### config.mk
export PLATFORM = sky130hd
export DESIGN_NAME = multichannel_min_max_decimator
export DESIGN_NICKNAME = d
export VERILOG_FILES = /design/src/hdl/mmd_pkg.sv /design/src/hdl/mmd_frame_reduce.sv /design/src/hdl/mmd_tracker.sv /design/src/hdl/mmd_convert.sv /design/src/hdl/multichannel_min_max_decimator.sv
export SDC_FILE = /design/constraint.sdc
export NUM_CORES = 2
export LEC_CHECK = 0
export BUFFER_PORTS_ARGS = -buffer_cell sky130_fd_sc_hd__buf_2
export CAP_MARGIN = 30
export CORE_MARGIN = 2
export CORE_UTILIZATION = 50
export DETAILED_ROUTE_END_ITERATION = 16
export PLACE_DENSITY = 0.71
export SYNTH_ARGS = -nofsm -noshare
export SYNTH_HDL_FRONTEND = slang
export SYNTH_SLANG_ARGS = --single-unit
### constraint.sdc
create_clock -name i_clk -period 12.25 [get_ports i_clk]
set_clock_uncertainty 0.15 [all_clocks]
set_input_delay 1.225 -clock i_clk [delete_from_list [all_inputs] [get_ports i_clk]]
set_output_delay 1.225 -clock i_clk [all_outputs]
set_load 0.03 [all_outputs]
### src/hdl/mmd_pkg.sv
// Shared types and constants for the multichannel min/max decimator.
// No dependencies; used by every module in hdl/.
`timescale 1ns / 1ps

package mmd_pkg;

    // default configuration of the top level
    localparam int CHANNELS_DEF    = 8;
    localparam int SAMPLE_BITS_DEF = 24;

    // fixed field widths of the stream items
    localparam int FIELDS        = 8;
    localparam int PRESENT_BITS  = 8;
    localparam int HOP_BITS      = 16;
    localparam int TOTAL_BITS    = 48;
    localparam int PEAK_BITS     = 16;
    localparam int OUT_USER_BITS = 2;
    localparam int OUT_DATA_BITS = 2 * PEAK_BITS + TOTAL_BITS;

    // stretch length after reset
    localparam logic [HOP_BITS-1:0] HOP_RESET = 16'd256;

    // input item kinds carried on tuser
    typedef enum logic {
        CMD_FRAME  = 1'b0,
        CMD_FINISH = 1'b1
    } t_cmd;

    // flags that travel with a result, packed as on the output tuser
    typedef struct packed {
        logic finished;
        logic pair_valid;
    } t_res_flags;

endpackage

### src/hdl/mmd_frame_reduce.sv
// Per-frame min/max of the present channels through a three-level compare tree.
// Depends on mmd_pkg.
`timescale 1ns / 1ps

module mmd_frame_reduce #(
    parameter int CHANNELS    = mmd_pkg::CHANNELS_DEF,
    parameter int SAMPLE_BITS = mmd_pkg::SAMPLE_BITS_DEF
) (
    input  logic [mmd_pkg::PRESENT_BITS-1:0]                i_present,
    input  logic [mmd_pkg::FIELDS-1:0][SAMPLE_BITS-1:0]     i_samples,
    output logic                                            o_any,
    output logic signed [SAMPLE_BITS-1:0]                   o_low,
    output logic signed [SAMPLE_BITS-1:0]                   o_high
);

    localparam int LANES = (CHANNELS < mmd_pkg::FIELDS) ? CHANNELS : mmd_pkg::FIELDS;

    // lower of two candidates, either of which may be absent
    function automatic logic signed [SAMPLE_BITS-1:0] pick_low(
        input logic va, input logic signed [SAMPLE_BITS-1:0] a,
        input logic vb, input logic signed [SAMPLE_BITS-1:0] b);
        if (!vb) return a;
        if (!va) return b;
        return (b < a) ? b : a;
    endfunction

    // higher of two candidates, either of which may be absent
    function automatic logic signed [SAMPLE_BITS-1:0] pick_high(
        input logic va, input logic signed [SAMPLE_BITS-1:0] a,
        input logic vb, input logic signed [SAMPLE_BITS-1:0] b);
        if (!vb) return a;
        if (!va) return b;
        return (b > a) ? b : a;
    endfunction

    logic [7:0]                    l0_v;
    logic signed [SAMPLE_BITS-1:0] l0_x [8];
    logic [3:0]                    l1_v;
    logic signed [SAMPLE_BITS-1:0] l1_lo [4];
    logic signed [SAMPLE_BITS-1:0] l1_hi [4];
    logic [1:0]                    l2_v;
    logic signed [SAMPLE_BITS-1:0] l2_lo [2];
    logic signed [SAMPLE_BITS-1:0] l2_hi [2];

    // leaves: channels beyond the configured count never take part
    always_comb begin
        for (int i = 0; i < 8; i++) begin
            l0_v[i] = i_present[i] && (i < LANES);
            l0_x[i] = $signed(i_samples[i]);
        end
    end

    // pairwise merge, three levels
    always_comb begin
        for (int i = 0; i < 4; i++) begin
            l1_v[i]  = l0_v[2*i] | l0_v[2*i+1];
            l1_lo[i] = pick_low(l0_v[2*i], l0_x[2*i], l0_v[2*i+1], l0_x[2*i+1]);
            l1_hi[i] = pick_high(l0_v[2*i], l0_x[2*i], l0_v[2*i+1], l0_x[2*i+1]);
        end
        for (int i = 0; i < 2; i++) begin
            l2_v[i]  = l1_v[2*i] | l1_v[2*i+1];
            l2_lo[i] = pick_low(l1_v[2*i], l1_lo[2*i], l1_v[2*i+1], l1_lo[2*i+1]);
            l2_hi[i] = pick_high(l1_v[2*i], l1_hi[2*i], l1_v[2*i+1], l1_hi[2*i+1]);
        end
        o_any  = l2_v[0] | l2_v[1];
        o_low  = pick_low(l2_v[0], l2_lo[0], l2_v[1], l2_lo[1]);
        o_high = pick_high(l2_v[0], l2_hi[0], l2_v[1], l2_hi[1]);
    end

endmodule

### src/hdl/mmd_tracker.sv
// Stretch state (running extremes, fill, frame count, hop length) and raw result register.
// Depends on mmd_pkg.
`timescale 1ns / 1ps

module mmd_tracker #(
    parameter int SAMPLE_BITS = mmd_pkg::SAMPLE_BITS_DEF
) (
    input  logic                                 i_clk,
    input  logic                                 i_rst_n,
    input  logic                                 i_cfg_wr_en,
    input  logic [mmd_pkg::HOP_BITS-1:0]         i_cfg_wr_data,
    input  logic                                 i_valid,
    output logic                                 o_ready,
    input  logic                                 i_cmd,
    input  logic                                 i_any,
    input  logic signed [SAMPLE_BITS-1:0]        i_low,
    input  logic signed [SAMPLE_BITS-1:0]        i_high,
    output logic                                 o_valid,
    input  logic                                 i_ready,
    output mmd_pkg::t_res_flags                  o_flags,
    output logic signed [SAMPLE_BITS-1:0]        o_low,
    output logic signed [SAMPLE_BITS-1:0]        o_high,
    output logic [mmd_pkg::TOTAL_BITS-1:0]       o_total
);

    logic [mmd_pkg::HOP_BITS-1:0]   r_hop;
    logic signed [SAMPLE_BITS-1:0]  r_low;
    logic signed [SAMPLE_BITS-1:0]  r_high;
    logic [mmd_pkg::HOP_BITS-1:0]   r_fill;
    logic [mmd_pkg::TOTAL_BITS-1:0] r_frames;

    logic signed [SAMPLE_BITS-1:0]  n_low;
    logic signed [SAMPLE_BITS-1:0]  n_high;
    logic [mmd_pkg::HOP_BITS-1:0]   n_fill;
    logic [mmd_pkg::TOTAL_BITS-1:0] n_frames;
    logic [mmd_pkg::HOP_BITS:0]     fill_inc;

    logic                           res_hit;
    mmd_pkg::t_res_flags            res_flags;
    logic signed [SAMPLE_BITS-1:0]  res_low;
    logic signed [SAMPLE_BITS-1:0]  res_high;

    logic                           r_res_valid;
    mmd_pkg::t_res_flags            r_res_flags;
    logic signed [SAMPLE_BITS-1:0]  r_res_low;
    logic signed [SAMPLE_BITS-1:0]  r_res_high;
    logic [mmd_pkg::TOTAL_BITS-1:0] r_res_total;

    logic                           fire;

    assign o_ready = !r_res_valid || i_ready;
    assign fire    = i_valid && o_ready;

    // next stretch state and the result this item causes
    always_comb begin
        n_low     = r_low;
        n_high    = r_high;
        n_fill    = r_fill;
        n_frames  = r_frames;
        res_hit   = 1'b0;
        res_flags = '0;
        fill_inc  = {1'b0, r_fill} + 1'b1;
        if (i_cmd == mmd_pkg::CMD_FINISH) begin
            res_hit              = 1'b1;
            res_flags.finished   = 1'b1;
            res_flags.pair_valid = (r_fill != '0);
            n_fill               = '0;
        end else begin
            if (i_any) begin
                if (r_fill == '0) begin
                    n_low  = i_low;
                    n_high = i_high;
                end else begin
                    n_low  = (i_low < r_low) ? i_low : r_low;
                    n_high = (i_high > r_high) ? i_high : r_high;
                end
            end
            if (r_frames != '1) begin
                n_frames = r_frames + 1'b1;
            end
            if (fill_inc >= {1'b0, r_hop}) begin
                res_hit              = 1'b1;
                res_flags.pair_valid = 1'b1;
                n_fill               = '0;
            end else begin
                n_fill = fill_inc[mmd_pkg::HOP_BITS-1:0];
            end
        end
        res_low  = n_low;
        res_high = n_high;
    end

    // hop length register
    always_ff @(posedge i_clk) begin
        if (!i_rst_n) begin
            r_hop <= mmd_pkg::HOP_RESET;
        end else if (i_cfg_wr_en) begin
            r_hop <= i_cfg_wr_data;
        end
    end

    // stretch state
    always_ff @(posedge i_clk) begin
        if (!i_rst_n) begin
            r_low    <= '0;
            r_high   <= '0;
            r_fill   <= '0;
            r_frames <= '0;
        end else if (fire) begin
            r_low    <= n_low;
            r_high   <= n_high;
            r_fill   <= n_fill;
            r_frames <= n_frames;
        end
    end

    // raw result register, valid flag
    always_ff @(posedge i_clk) begin
        if (!i_rst_n) begin
            r_res_valid <= 1'b0;
        end else if (o_ready) begin
            r_res_valid <= fire && res_hit;
        end
    end

    // raw result register, payload
    always_ff @(posedge i_clk) begin
        if (fire && res_hit) begin
            r_res_flags <= res_flags;
            r_res_low   <= res_low;
            r_res_high  <= res_high;
            r_res_total <= n_frames;
        end
    end

    assign o_valid = r_res_valid;
    assign o_flags = r_res_flags;
    assign o_low   = r_res_low;
    assign o_high  = r_res_high;
    assign o_total = r_res_total;

endmodule

### src/hdl/mmd_convert.sv
// Output register: clamp, scale by 32767 and round the extremes to 16 bits.
// Depends on mmd_pkg.
`timescale 1ns / 1ps

module mmd_convert #(
    parameter int SAMPLE_BITS = mmd_pkg::SAMPLE_BITS_DEF
) (
    input  logic                                      i_clk,
    input  logic                                      i_rst_n,
    input  logic                                      i_valid,
    output logic                                      o_ready,
    input  mmd_pkg::t_res_flags                       i_flags,
    input  logic signed [SAMPLE_BITS-1:0]             i_low,
    input  logic signed [SAMPLE_BITS-1:0]             i_high,
    input  logic [mmd_pkg::TOTAL_BITS-1:0]            i_total,
    output logic                                      o_valid,
    input  logic                                      i_ready,
    output logic [mmd_pkg::OUT_DATA_BITS-1:0]         o_data,
    output logic [mmd_pkg::OUT_USER_BITS-1:0]         o_user
);

    localparam int PB        = mmd_pkg::PEAK_BITS;
    localparam int SHIFT     = PB - 1;
    localparam int PROD_BITS = SAMPLE_BITS - 1 + SHIFT;
    localparam logic [SAMPLE_BITS-1:0] UNIT = {2'b01, {(SAMPLE_BITS-2){1'b0}}};
    localparam logic [PROD_BITS-1:0]   HALF = PROD_BITS'(UNIT >> 1);

    // |v| clamped to 1.0, times (2^15 - 1), plus one half, back to integer
    function automatic logic [PB-1:0] to_peak(input logic signed [SAMPLE_BITS-1:0] v);
        logic                   neg;
        logic [SAMPLE_BITS-1:0] mag_full;
        logic [SAMPLE_BITS-2:0] mag;
        logic [PROD_BITS-1:0]   prod;
        logic [PB-1:0]          r;
        neg      = v[SAMPLE_BITS-1];
        mag_full = neg ? SAMPLE_BITS'(-v) : SAMPLE_BITS'(v);
        mag      = (mag_full > UNIT) ? UNIT[SAMPLE_BITS-2:0] : mag_full[SAMPLE_BITS-2:0];
        prod     = {mag, {SHIFT{1'b0}}} - PROD_BITS'(mag) + HALF;
        r        = prod[PROD_BITS-1 -: PB];
        return neg ? PB'(-r) : r;
    endfunction

    logic                          r_out_valid;
    mmd_pkg::t_res_flags           r_out_flags;
    logic [PB-1:0]                 r_out_low;
    logic [PB-1:0]                 r_out_high;
    logic [mmd_pkg::TOTAL_BITS-1:0] r_out_total;

    assign o_ready = !r_out_valid || i_ready;

    // output valid flag
    always_ff @(posedge i_clk) begin
        if (!i_rst_n) begin
            r_out_valid <= 1'b0;
        end else if (o_ready) begin
            r_out_valid <= i_valid;
        end
    end

    // output payload; a finish on an empty stretch reports zeros
    always_ff @(posedge i_clk) begin
        if (i_valid && o_ready) begin
            r_out_flags <= i_flags;
            r_out_low   <= i_flags.pair_valid ? to_peak(i_low) : '0;
            r_out_high  <= i_flags.pair_valid ? to_peak(i_high) : '0;
            r_out_total <= i_total;
        end
    end

    assign o_valid = r_out_valid;
    assign o_data  = {r_out_total, r_out_high, r_out_low};
    assign o_user  = r_out_flags;

endmodule

### src/hdl/multichannel_min_max_decimator.sv
// Top level of the multichannel min/max decimator: input register and stage wiring.
// Depends on mmd_pkg, mmd_frame_reduce, mmd_tracker and mmd_convert.
//
//  port group  | dir | tdata (low bit first)                         | tuser
//  ------------+-----+-----------------------------------------------+------------------------
//  s_axis      | in  | channel_present[7:0], sample_0 .. sample_7    | command
//  m_axis      | out | peak_low[15:0], peak_high[15:0], frame_total  | pair_valid, finished
//  i_cfg_wr_*  | in  | hop_length[15:0]                              | -
//
// One item per cycle sustained while m_axis_tready stays high; an item passes on to its result through
// the three registers in line (input, raw result, converted output).
// Reset is synchronous and active low: hop_length 256, stretch and frame count zero,
// no clearing pass. When m_axis_tready is low the three registers fill up and
// s_axis_tready drops once all of them hold an item.
`timescale 1ns / 1ps

module multichannel_min_max_decimator #(
    parameter int CHANNELS    = mmd_pkg::CHANNELS_DEF,
    parameter int SAMPLE_BITS = mmd_pkg::SAMPLE_BITS_DEF
) (
    input  logic                                          i_clk,
    input  logic                                          i_rst_n,
    input  logic                                          i_cfg_wr_en,
    input  logic [mmd_pkg::HOP_BITS-1:0]                  i_cfg_wr_data,  // hop_length
    input  logic                                          s_axis_tvalid,
    output logic                                          s_axis_tready,
    // channel_present, sample_0 .. sample_7, zero fill to whole bytes
    input  logic [((mmd_pkg::PRESENT_BITS + mmd_pkg::FIELDS * SAMPLE_BITS + 7) / 8) * 8 - 1:0]
                                                          s_axis_tdata,
    input  logic                                          s_axis_tuser,   // command
    output logic                                          m_axis_tvalid,
    input  logic                                          m_axis_tready,
    // peak_low, peak_high, frame_total
    output logic [mmd_pkg::OUT_DATA_BITS-1:0]             m_axis_tdata,
    // pair_valid, finished
    output logic [mmd_pkg::OUT_USER_BITS-1:0]             m_axis_tuser
);

    localparam int IN_DATA_BITS =
        ((mmd_pkg::PRESENT_BITS + mmd_pkg::FIELDS * SAMPLE_BITS + 7) / 8) * 8;

    logic                          r_in_valid;
    logic                          r_in_cmd;
    logic [IN_DATA_BITS-1:0]       r_in_data;

    logic                          trk_ready;
    logic                          red_any;
    logic signed [SAMPLE_BITS-1:0] red_low;
    logic signed [SAMPLE_BITS-1:0] red_high;

    logic                          res_valid;
    logic                          cnv_ready;
    mmd_pkg::t_res_flags           res_flags;
    logic signed [SAMPLE_BITS-1:0] res_low;
    logic signed [SAMPLE_BITS-1:0] res_high;
    logic [mmd_pkg::TOTAL_BITS-1:0] res_total;

    logic [mmd_pkg::FIELDS-1:0][SAMPLE_BITS-1:0] in_samples;

    assign s_axis_tready = !r_in_valid || trk_ready;

    // input register, valid flag
    always_ff @(posedge i_clk) begin
        if (!i_rst_n) begin
            r_in_valid <= 1'b0;
        end else if (s_axis_tready) begin
            r_in_valid <= s_axis_tvalid;
        end
    end

    // input register, payload
    always_ff @(posedge i_clk) begin
        if (s_axis_tvalid && s_axis_tready) begin
            r_in_cmd  <= s_axis_tuser;
            r_in_data <= s_axis_tdata;
        end
    end

    assign in_samples =
        r_in_data[mmd_pkg::PRESENT_BITS +: mmd_pkg::FIELDS * SAMPLE_BITS];

    // frame min/max over present channels
    mmd_frame_reduce #(
        .CHANNELS    (CHANNELS),
        .SAMPLE_BITS (SAMPLE_BITS)
    ) u_reduce (
        .i_present (r_in_data[mmd_pkg::PRESENT_BITS-1:0]),
        .i_samples (in_samples),
        .o_any     (red_any),
        .o_low     (red_low),
        .o_high    (red_high)
    );

    // stretch state and raw result
    mmd_tracker #(
        .SAMPLE_BITS (SAMPLE_BITS)
    ) u_tracker (
        .i_clk         (i_clk),
        .i_rst_n       (i_rst_n),
        .i_cfg_wr_en   (i_cfg_wr_en),
        .i_cfg_wr_data (i_cfg_wr_data),
        .i_valid       (r_in_valid),
        .o_ready       (trk_ready),
        .i_cmd         (r_in_cmd),
        .i_any         (red_any),
        .i_low         (red_low),
        .i_high        (red_high),
        .o_valid       (res_valid),
        .i_ready       (cnv_ready),
        .o_flags       (res_flags),
        .o_low         (res_low),
        .o_high        (res_high),
        .o_total       (res_total)
    );

    // 16-bit conversion and output register
    mmd_convert #(
        .SAMPLE_BITS (SAMPLE_BITS)
    ) u_convert (
        .i_clk   (i_clk),
        .i_rst_n (i_rst_n),
        .i_valid (res_valid),
        .o_ready (cnv_ready),
        .i_flags (res_flags),
        .i_low   (res_low),
        .i_high  (res_high),
        .i_total (res_total),
        .o_valid (m_axis_tvalid),
        .i_ready (m_axis_tready),
        .o_data  (m_axis_tdata),
        .o_user  (m_axis_tuser)
    );

endmodule

Word level (Yosys, flattened, before mapping)
Cells that the tools add are included.
{"block": "totals", "word_cells": 167, "output_inout_bits": 84, "latch_bits": 0, "in_bits": 222, "reg_bits": 512, "ram_bits": 0, "mem_bits_ro": 0, "mem_count": 0}
{"block": "op_classes", "bitwise": 7, "div_mod_pow": 0, "reduce_logical": 12, "order_cmp": 19, "n_shift": 0, "addsub": 10, "mul": 0, "muxes": 98, "eq_ne": 1}
{"operator": "$mux W24", "n": 72}
{"operator": "$gt A24 B24 Y1", "n": 8}
{"operator": "$lt A24 B24 Y1", "n": 8}
{"operator": "$mux W48", "n": 2}
{"operator": "$add A38 B22 Y38 const B", "n": 2}
{"operator": "$sub A38 B23 Y38", "n": 2}
{"operator": "$mux W16", "n": 4}
{"operator": "$add A48 B1 Y48 const B", "n": 1}
{"operator": "$gt A24 B23 Y1 const B", "n": 2}
{"operator": "$ne A48 B48 Y1 const B", "n": 1}
{"operator": "$neg A24 Y24", "n": 2}
{"operator": "$mux W23", "n": 2}
{"operator": "$neg A16 Y16", "n": 2}
{"operator": "$mux W1", "n": 18}
{"operator": "$add A16 B1 Y17 const B", "n": 1}
{"operator": "$ge A17 B16 Y1", "n": 1}
{"operator": "$logic_not A16 Y1", "n": 1}
{"operator": "$reduce_bool A16 Y1", "n": 1}
{"operator": "$or A1 B1 Y1", "n": 7}
{"operator": "$logic_and A1 B1 Y1", "n": 4}
{"operator": "$logic_not A1 Y1", "n": 3}
{"operator": "$logic_or A1 B1 Y1", "n": 3}

Logic depth before layout (Yosys ltp)
{"block": "logic_depth", "word_depth": 17, "depth_mapped": 64, "ltp_nobuf": 55}

Hierarchy
A second synthesis with hierarchy kept.
{"block": "unflattened", "hier_cells": 3866, "hier_area_um2": 37101.8}
{"module": "mmd_tracker", "instances": 1, "area_per_inst_um2": 11687.5, "cells_per_inst": 1197}
{"module": "mmd_frame_reduce", "instances": 1, "area_per_inst_um2": 10178.5, "cells_per_inst": 1375}
{"module": "mmd_convert", "instances": 1, "area_per_inst_um2": 9142.5, "cells_per_inst": 1088}
{"module": "multichannel_min_max_decimator", "instances": 1, "area_per_inst_um2": 6093.3, "cells_per_inst": 206}

Worst setup path after synthesis
No wires, ideal clock.
{"block": "synth_path", "kind": "input -> register", "startpoint": "input m_axis_tready", "endpoint": "register r_in_cmd, enable pin", "setup_ps": 883, "arrival_ps": 11294, "setup_slack_ps": -76, "path_stages": 2, "cell_sequence": "nor2b_1 > a31oi_1"}
{"block": "synth_between", "elab_chain_cells": 4}
{"item": "start: declaration", "line_no": "multichannel_min_max_decimator.sv:32", "rtl": "input logic m_axis_tready,"}
{"item": "$logic_or A1 B1 Y1", "line_no": "mmd_convert.sv:49", "rtl": "assign o_ready = !r_out_valid || i_ready;"}
{"item": "$logic_or A1 B1 Y1", "line_no": "mmd_tracker.sv:51", "rtl": "assign o_ready = !r_res_valid || i_ready;"}
{"item": "$logic_or A1 B1 Y1", "line_no": "multichannel_min_max_decimator.sv:60", "rtl": "assign s_axis_tready = !r_in_valid || trk_ready;"}
{"item": "$logic_and A1 B1 Y1", "line_no": "multichannel_min_max_decimator.sv:73", "rtl": "if (s_axis_tvalid && s_axis_tready) begin"}
{"item": "end signal: assignment", "line_no": "multichannel_min_max_decimator.sv:74", "rtl": "r_in_cmd <= s_axis_tuser;"}
{"item": "end: declaration", "line_no": "multichannel_min_max_decimator.sv:43", "rtl": "logic r_in_cmd;"}
Every way passes these cells.
A chain may end at the register's enable or synchronous reset.

Worst setup path in the final report
{"block": "layout_path", "startpoint": "register r_in_data[199]", "endpoint": "register u_tracker.r_res_low[14] (netlist: u_tracker.o_low[14]), data pin"}
{"block": "layout_between", "elab_chain_cells": 17}
{"item": "start: declaration", "line_no": "multichannel_min_max_decimator.sv:44", "rtl": "logic [IN_DATA_BITS-1:0] r_in_data;"}
{"item": "start signal: assignment", "line_no": "multichannel_min_max_decimator.sv:75", "rtl": "r_in_data <= s_axis_tdata;"}
{"item": "$lt A24 B24 Y1", "line_no": "mmd_frame_reduce.sv:24", "rtl": "return (b < a) ? b : a;"}
{"item": "$mux W24", "line_no": "mmd_frame_reduce.sv:24"}
{"item": "$mux W24 (*)", "line_no": "mmd_frame_reduce.sv:24"}
{"item": "$mux W24 (*)", "line_no": "mmd_frame_reduce.sv:23", "rtl": "if (!va) return b;"}
{"item": "$lt A24 B24 Y1", "line_no": "mmd_frame_reduce.sv:24"}
{"item": "$mux W24", "line_no": "mmd_frame_reduce.sv:24"}
{"item": "$mux W24 (*)", "line_no": "mmd_frame_reduce.sv:24"}
{"item": "$mux W24 (*)", "line_no": "mmd_frame_reduce.sv:23"}
{"item": "(+2 left out)"}
{"item": "$mux W24 (*)", "line_no": "mmd_frame_reduce.sv:24"}
{"item": "$mux W24 (*)", "line_no": "mmd_frame_reduce.sv:23"}
{"item": "$lt A24 B24 Y1", "line_no": "mmd_tracker.sv:74", "rtl": "n_low = (i_low < r_low) ? i_low : r_low;"}
{"item": "$mux W24", "line_no": "mmd_tracker.sv:74"}
{"item": "$mux W24 (*)", "line_no": "mmd_tracker.sv:70", "rtl": "if (r_fill == '0) begin"}
{"item": "$mux W24 (*)", "line_no": "mmd_tracker.sv:69", "rtl": "if (i_any) begin"}
{"item": "$mux W24 (*)", "line_no": "mmd_tracker.sv:63", "rtl": "if (i_cmd == mmd_pkg::CMD_FINISH) begin"}
{"item": "via u_tracker.n_low[14]", "line_no": "mmd_tracker.sv:32", "rtl": "logic signed [SAMPLE_BITS-1:0] n_low;"}
{"item": "end signal: assignment", "line_no": "mmd_tracker.sv:130", "rtl": "r_res_low <= res_low;"}
{"item": "end: declaration", "line_no": "mmd_tracker.sv:45", "rtl": "logic signed [SAMPLE_BITS-1:0] r_res_low;"}
Mark *: on every way through the listed nets, which the timed path passes. The rest lies on a longest branch.

==> flow_results.xml <==
<?xml version="1.0" encoding="UTF-8"?>
<metrics>
  <group name="status">
    <metric name="outcome" unit="">complete, no violations</metric>
  </group>
  <group name="die">
    <metric name="core_region_area" unit="um^2">72800</metric>
    <metric name="placement_rows" unit="">99</metric>
    <metric name="die_height" unit="um">275</metric>
    <metric name="area_enclosed_by_the_die_boundary" unit="um^2">75600</metric>
    <metric name="floorplan.io_pins" unit="">306</metric>
    <metric name="die-width" unit="um">275</metric>
    <metric name="start_util" unit="%">50.4</metric>
  </group>
  <group name="cts">
    <metric name="worst_setup_hold_path_clk_slew" unit="ns">0.06</metric>
    <metric name="ctsRootBufferMaster" unit="">sky130_fd_sc_hd__clkbuf_16</metric>
    <metric name="clkLatencyLatePin" unit="ns">0.65</metric>
    <metric name="clkSinkCount" unit="">512</metric>
    <metric name="cts-buffers-inserted" unit="">56</metric>
    <metric name="tritoncts" unit="">built</metric>
    <metric name="cts_htree_levels" unit="">2</metric>
    <metric name="cts-root-to-sink-buffers" unit="">3</metric>
  </group>
  <group name="logic_synthesis">
    <metric name="seq_area_frac_synth" unit="%">38.3</metric>
    <metric name="post_synth_top_area_share" unit="%">31.2</metric>
    <metric name="post_synth_num_cell_types" unit="">90</metric>
    <metric name="ys_dominant_reg_cell" unit="">sky130_fd_sc_hd__edfxtp_1</metric>
    <metric name="syn-instance-count" unit="">3792</metric>
    <metric name="post_synth_main_area_contributors" unit="">sky130_fd_sc_hd__edfxtp_1 31%, sky130_fd_sc_hd__ha_1 13%, sky130_fd_sc_hd__mux2i_1 7.4%</metric>
    <metric name="postSynth.asyncResetShare" unit="%">0</metric>
    <metric name="synth.largest_area_cell" unit="">sky130_fd_sc_hd__edfxtp_1</metric>
    <metric name="ys.warnings.count" unit="">0</metric>
    <metric name="synth.avg_cell_area" unit="um^2">9.68</metric>
    <metric name="net_count_of_the_mapped_netlist" unit="">4386</metric>
    <metric name="synth_edf_count" unit="">381</metric>
    <metric name="yosys_register_bits" unit="">512</metric>
    <metric name="post_synth_most_frequent_cells" unit="">411 x sky130_fd_sc_hd__inv_1, 381 x sky130_fd_sc_hd__edfxtp_1, 372 x sky130_fd_sc_hd__ha_1</metric>
    <metric name="synth.most_common_cell" unit="">sky130_fd_sc_hd__inv_1</metric>
    <metric name="synth.cell_area" unit="um^2">36700</metric>
  </group>
  <group name="pwr">
    <metric name="power_leakage" unit="nW">18.7</metric>
    <metric name="cellInternalPower" unit="W">0.00441</metric>
    <metric name="power_frac_clock" unit="%">23.8</metric>
    <metric name="sequentialPowerShare" unit="%">29.9</metric>
    <metric name="net-switching-power" unit="W">0.00274</metric>
    <metric name="vdd.ir_drop.worst" unit="mV">0.168</metric>
    <metric name="power_frac_comb" unit="%">46.3</metric>
    <metric name="swShare" unit="%">38.3</metric>
    <metric name="power_density" unit="nW/um^2">171</metric>
  </group>
  <group name="final_layout">
    <metric name="insertedDiodeCount" unit="">0</metric>
    <metric name="share_of_cells_above_drive_strength_1" unit="%">16.0</metric>
    <metric name="syn2layout_area_growth" unit="%">13.6</metric>
    <metric name="post-route-cell-area" unit="um^2">41700</metric>
    <metric name="finish.net_count" unit="">4676</metric>
  </group>
  <group name="routing">
    <metric name="postRouteAntennaNets" unit="">0</metric>
    <metric name="wire_per_inst" unit="um">19.6</metric>
    <metric name="route.detailed.drc" unit="">0</metric>
    <metric name="dr_total_vias" unit="">29500</metric>
    <metric name="detail_route.vias_per_cell" unit="">5.79</metric>
    <metric name="routed_wl" unit="um">100000</metric>
    <metric name="dr.pass1.iters" unit="">6</metric>
    <metric name="drtIter0Drc" unit="">2365</metric>
  </group>
  <group name="sta">
    <metric name="post-route-min-period" unit="ns">11.72</metric>
    <metric name="actual_slew_at_the_worst_max_slew_pin" unit="ns">1.06</metric>
    <metric name="timing.final.setup_violations" unit="">0</metric>
    <metric name="fin_crit_sh" unit="%">95.7</metric>
    <metric name="fin_worst_hold_slack" unit="ns">0.261</metric>
    <metric name="timing.final.max_slew_violations" unit="">0</metric>
    <metric name="max_freq" unit="GHz">0.0853</metric>
    <metric name="timing.final.hold_violations" unit="">0</metric>
    <metric name="relSlewSlack" unit="%">29.5</metric>
  </group>
  <group name="critical_path">
    <metric name="worst_path_most_repeated_cell" unit="">sky130_fd_sc_hd__o21ai_0</metric>
    <metric name="arrival" unit="ns">11.91</metric>
    <metric name="critPathSlowestCell" unit="">sky130_fd_sc_hd__o31ai_4</metric>
    <metric name="setup.worst_path.class" unit="">reg2reg</metric>
    <metric name="critPathMaxStageDelay" unit="ns">0.65</metric>
    <metric name="cp_data_required_time" unit="ns">12.44</metric>
    <metric name="cp_max_fo" unit="">16</metric>
    <metric name="startpoint_types" unit="">register</metric>
    <metric name="critPathCaptureType" unit="">register</metric>
  </group>
  <group name="global_routing">
    <metric name="grt_max_degree" unit="">173</metric>
    <metric name="vias_in_the_first_global_route" unit="">27900</metric>
    <metric name="number_of_antenna_violations_at_the_first_check_in_global_routing" unit="">2</metric>
    <metric name="globalRouteOverflowTotal" unit="">0</metric>
    <metric name="global_route_wire_length_before_repair" unit="um">155000</metric>
    <metric name="grtUsageTotal" unit="%">26.0</metric>
  </group>
  <group name="placement">
    <metric name="gp_routability_congestion" unit="">1.01</metric>
    <metric name="placement.io_buffers" unit="">305</metric>
    <metric name="placed_area" unit="um^2">39500</metric>
    <metric name="detailed_place_hpwl" unit="um">78300</metric>
  </group>
  <group name="hold_path">
    <metric name="hold_path.class" unit="">reg2reg</metric>
  </group>
  <group name="job">
    <metric name="max_cap_violations" unit="">0</metric>
  </group>
</metrics>
[through the flow]
| stage | setup slack, ns | utilization (%) | std cells | TNS (ns) | power, W |
|---|---|---|---|---|---|
| 3_3_place_gp | -0.258 | 54.2 | 4970 | -11.05 | 0.00528 |
| 3_5_place_dp | 0.119 | 54.3 | 4972 | 0 | 0.00532 |
| 5_1_grt | -0.0648 | 57.3 | 5089 | -0.308 | 0.00760 |
| 4_1_cts | 0.0421 | 56.8 | 5078 | 0 | 0.00705 |
| 6_report | 0.526 | 57.3 | 5089 | 0 | 0.00715 |
| 2_1_floorplan | 0.208 | - | 3792 | 0 | 0.00444 |
[cell families (layout without fill, tap and decap cells)]
group / count (synthesis) / in the layout / share of synthesized area [%]
fa+ha+maj: 372 / 372 / 12.7
simple gates: 1053 / 1053 / 14.8
flops: 512 / 512 / 38.3
mux: 351 / 351 / 9.84
buf+inv: 566 / 904 / 5.84
compound gates: 749 / 749 / 14.0
xor+xnor: 189 / 189 / 4.55
[power groups by stage]
stage | Sequential, W | Combinational [W] | Clock [W]
finish | 0.00214 | 0.00331 | 0.00170
floorplan | 0.00215 | 0.00229 | 0
detailed placement | 0.00217 | 0.00315 | 0
global placement | 0.00216 | 0.00311 | 0
global route | 0.00215 | 0.00366 | 0.00180
CTS | 0.00213 | 0.00318 | 0.00173
[critical path, delay by kind of cell, from the launching register on]
family,cells,cell delay (ns)
buffers and inverters,6,1.46
adders and majority gates,4,1.35
and+or+nand+nor,12,2.42
AOI/OAI and AO/OA,20,4.31
muxes,4,1.23
DFF,1,0.47
[path summary, 6_finish.rpt]
kind | end | cells past startpoint | from | slack, ns
hold / removal | u_convert.r_out_total[26] | 0 | u_tracker.o_total[26] | 0.26
setup / recovery | u_tracker.o_low[14] | 46 | r_in_data[199] | 0.53
hold reg to reg | u_convert.r_out_total[26] | 0 | u_tracker.o_total[26] | 0.26
setup reg to reg | u_tracker.o_low[14] | 46 | r_in_data[199] | 0.53
[repair_timing]
item,in CTS,in global routing
gates resized for setup,2,41
hold buffers,0,0
gates cloned,0,1
endpoints found under the setup margin,6,96
pin swaps,0,4
hold endpoints to repair,0,0
buffers inserted,0,9
[area by class of cell]
class / instances / area, um^2
flip-flops and latches: 512 / 14100
well taps: 959 / 1200
clock buffers: 76 / 1520
multi-input cells: 2714 / 20800
repair buffers: 386 / 2220
fillers: 6406 / 31100
inverters: 412 / 1550
clock inverters: 30 / 335
[cell usage in the layout, fill, tap and decap left out, types with 32 or more instances in the layout]
| cell type | n |
|---|---|
| sky130_fd_sc_hd__nor2_1 | 208 |
| sky130_fd_sc_hd__nand2_1 | 231 |
| sky130_fd_sc_hd__and2_1 | 58 |
| sky130_fd_sc_hd__ha_1 | 371 |
| sky130_fd_sc_hd__buf_2 | 306 |
| sky130_fd_sc_hd__clkbuf_16 | 58 |
| sky130_fd_sc_hd__or3_1 | 34 |
| sky130_fd_sc_hd__and3_1 | 34 |
| sky130_fd_sc_hd__mux2_2 | 79 |
| sky130_fd_sc_hd__a21boi_0 | 32 |
| sky130_fd_sc_hd__nor3_1 | 103 |
| sky130_fd_sc_hd__xor2_1 | 74 |
| sky130_fd_sc_hd__xnor2_1 | 114 |
| sky130_fd_sc_hd__a21o_1 | 92 |
| sky130_fd_sc_hd__o21ai_0 | 113 |
| sky130_fd_sc_hd__buf_4 | 73 |
| sky130_fd_sc_hd__nand4_1 | 80 |
| sky130_fd_sc_hd__dfxtp_1 | 131 |
| sky130_fd_sc_hd__edfxtp_1 | 381 |
| sky130_fd_sc_hd__or2_2 | 46 |
| sky130_fd_sc_hd__nor2b_1 | 52 |
| sky130_fd_sc_hd__o21a_1 | 42 |
| sky130_fd_sc_hd__mux2i_1 | 261 |
| sky130_fd_sc_hd__nand3_1 | 77 |
| sky130_fd_sc_hd__inv_1 | 411 |
| sky130_fd_sc_hd__o31ai_1 | 33 |
| sky130_fd_sc_hd__a21oi_1 | 175 |
[flip-flops by register name (all words and copies together), names as in the netlist]
name / count
u_tracker.r_hop: 16
u_convert.o_user: 2
u_convert.r_out_low: 16
u_tracker.o_flags: 2
r_in_valid: 1
u_tracker.r_fill: 16
u_convert.o_valid: 1
r_in_data: 200
u_tracker.r_low: 24
u_tracker.o_low: 24
u_convert.r_out_high: 16
r_in_cmd: 1
u_tracker.r_frames: 48
u_tracker.o_valid: 1
u_tracker.o_total: 48
u_tracker.o_high: 24
u_tracker.r_high: 24
u_convert.r_out_total: 48
[routing by layer]
| layer | up-vias | GRT usage [%] | share of wire (%) |
|---|---|---|---|
| met5 | - | 0 | 0 |
| met4 | 0 | 8.99 | 3.6 |
| met3 | 201 | 3.05 | 6.8 |
| met2 | 1055 | 41.6 | 45 |
| met1 | 13900 | 36.6 | 45 |
| li1 | 14300 | - | - |
No activity file was read; power rests on OpenSTA's default activity.
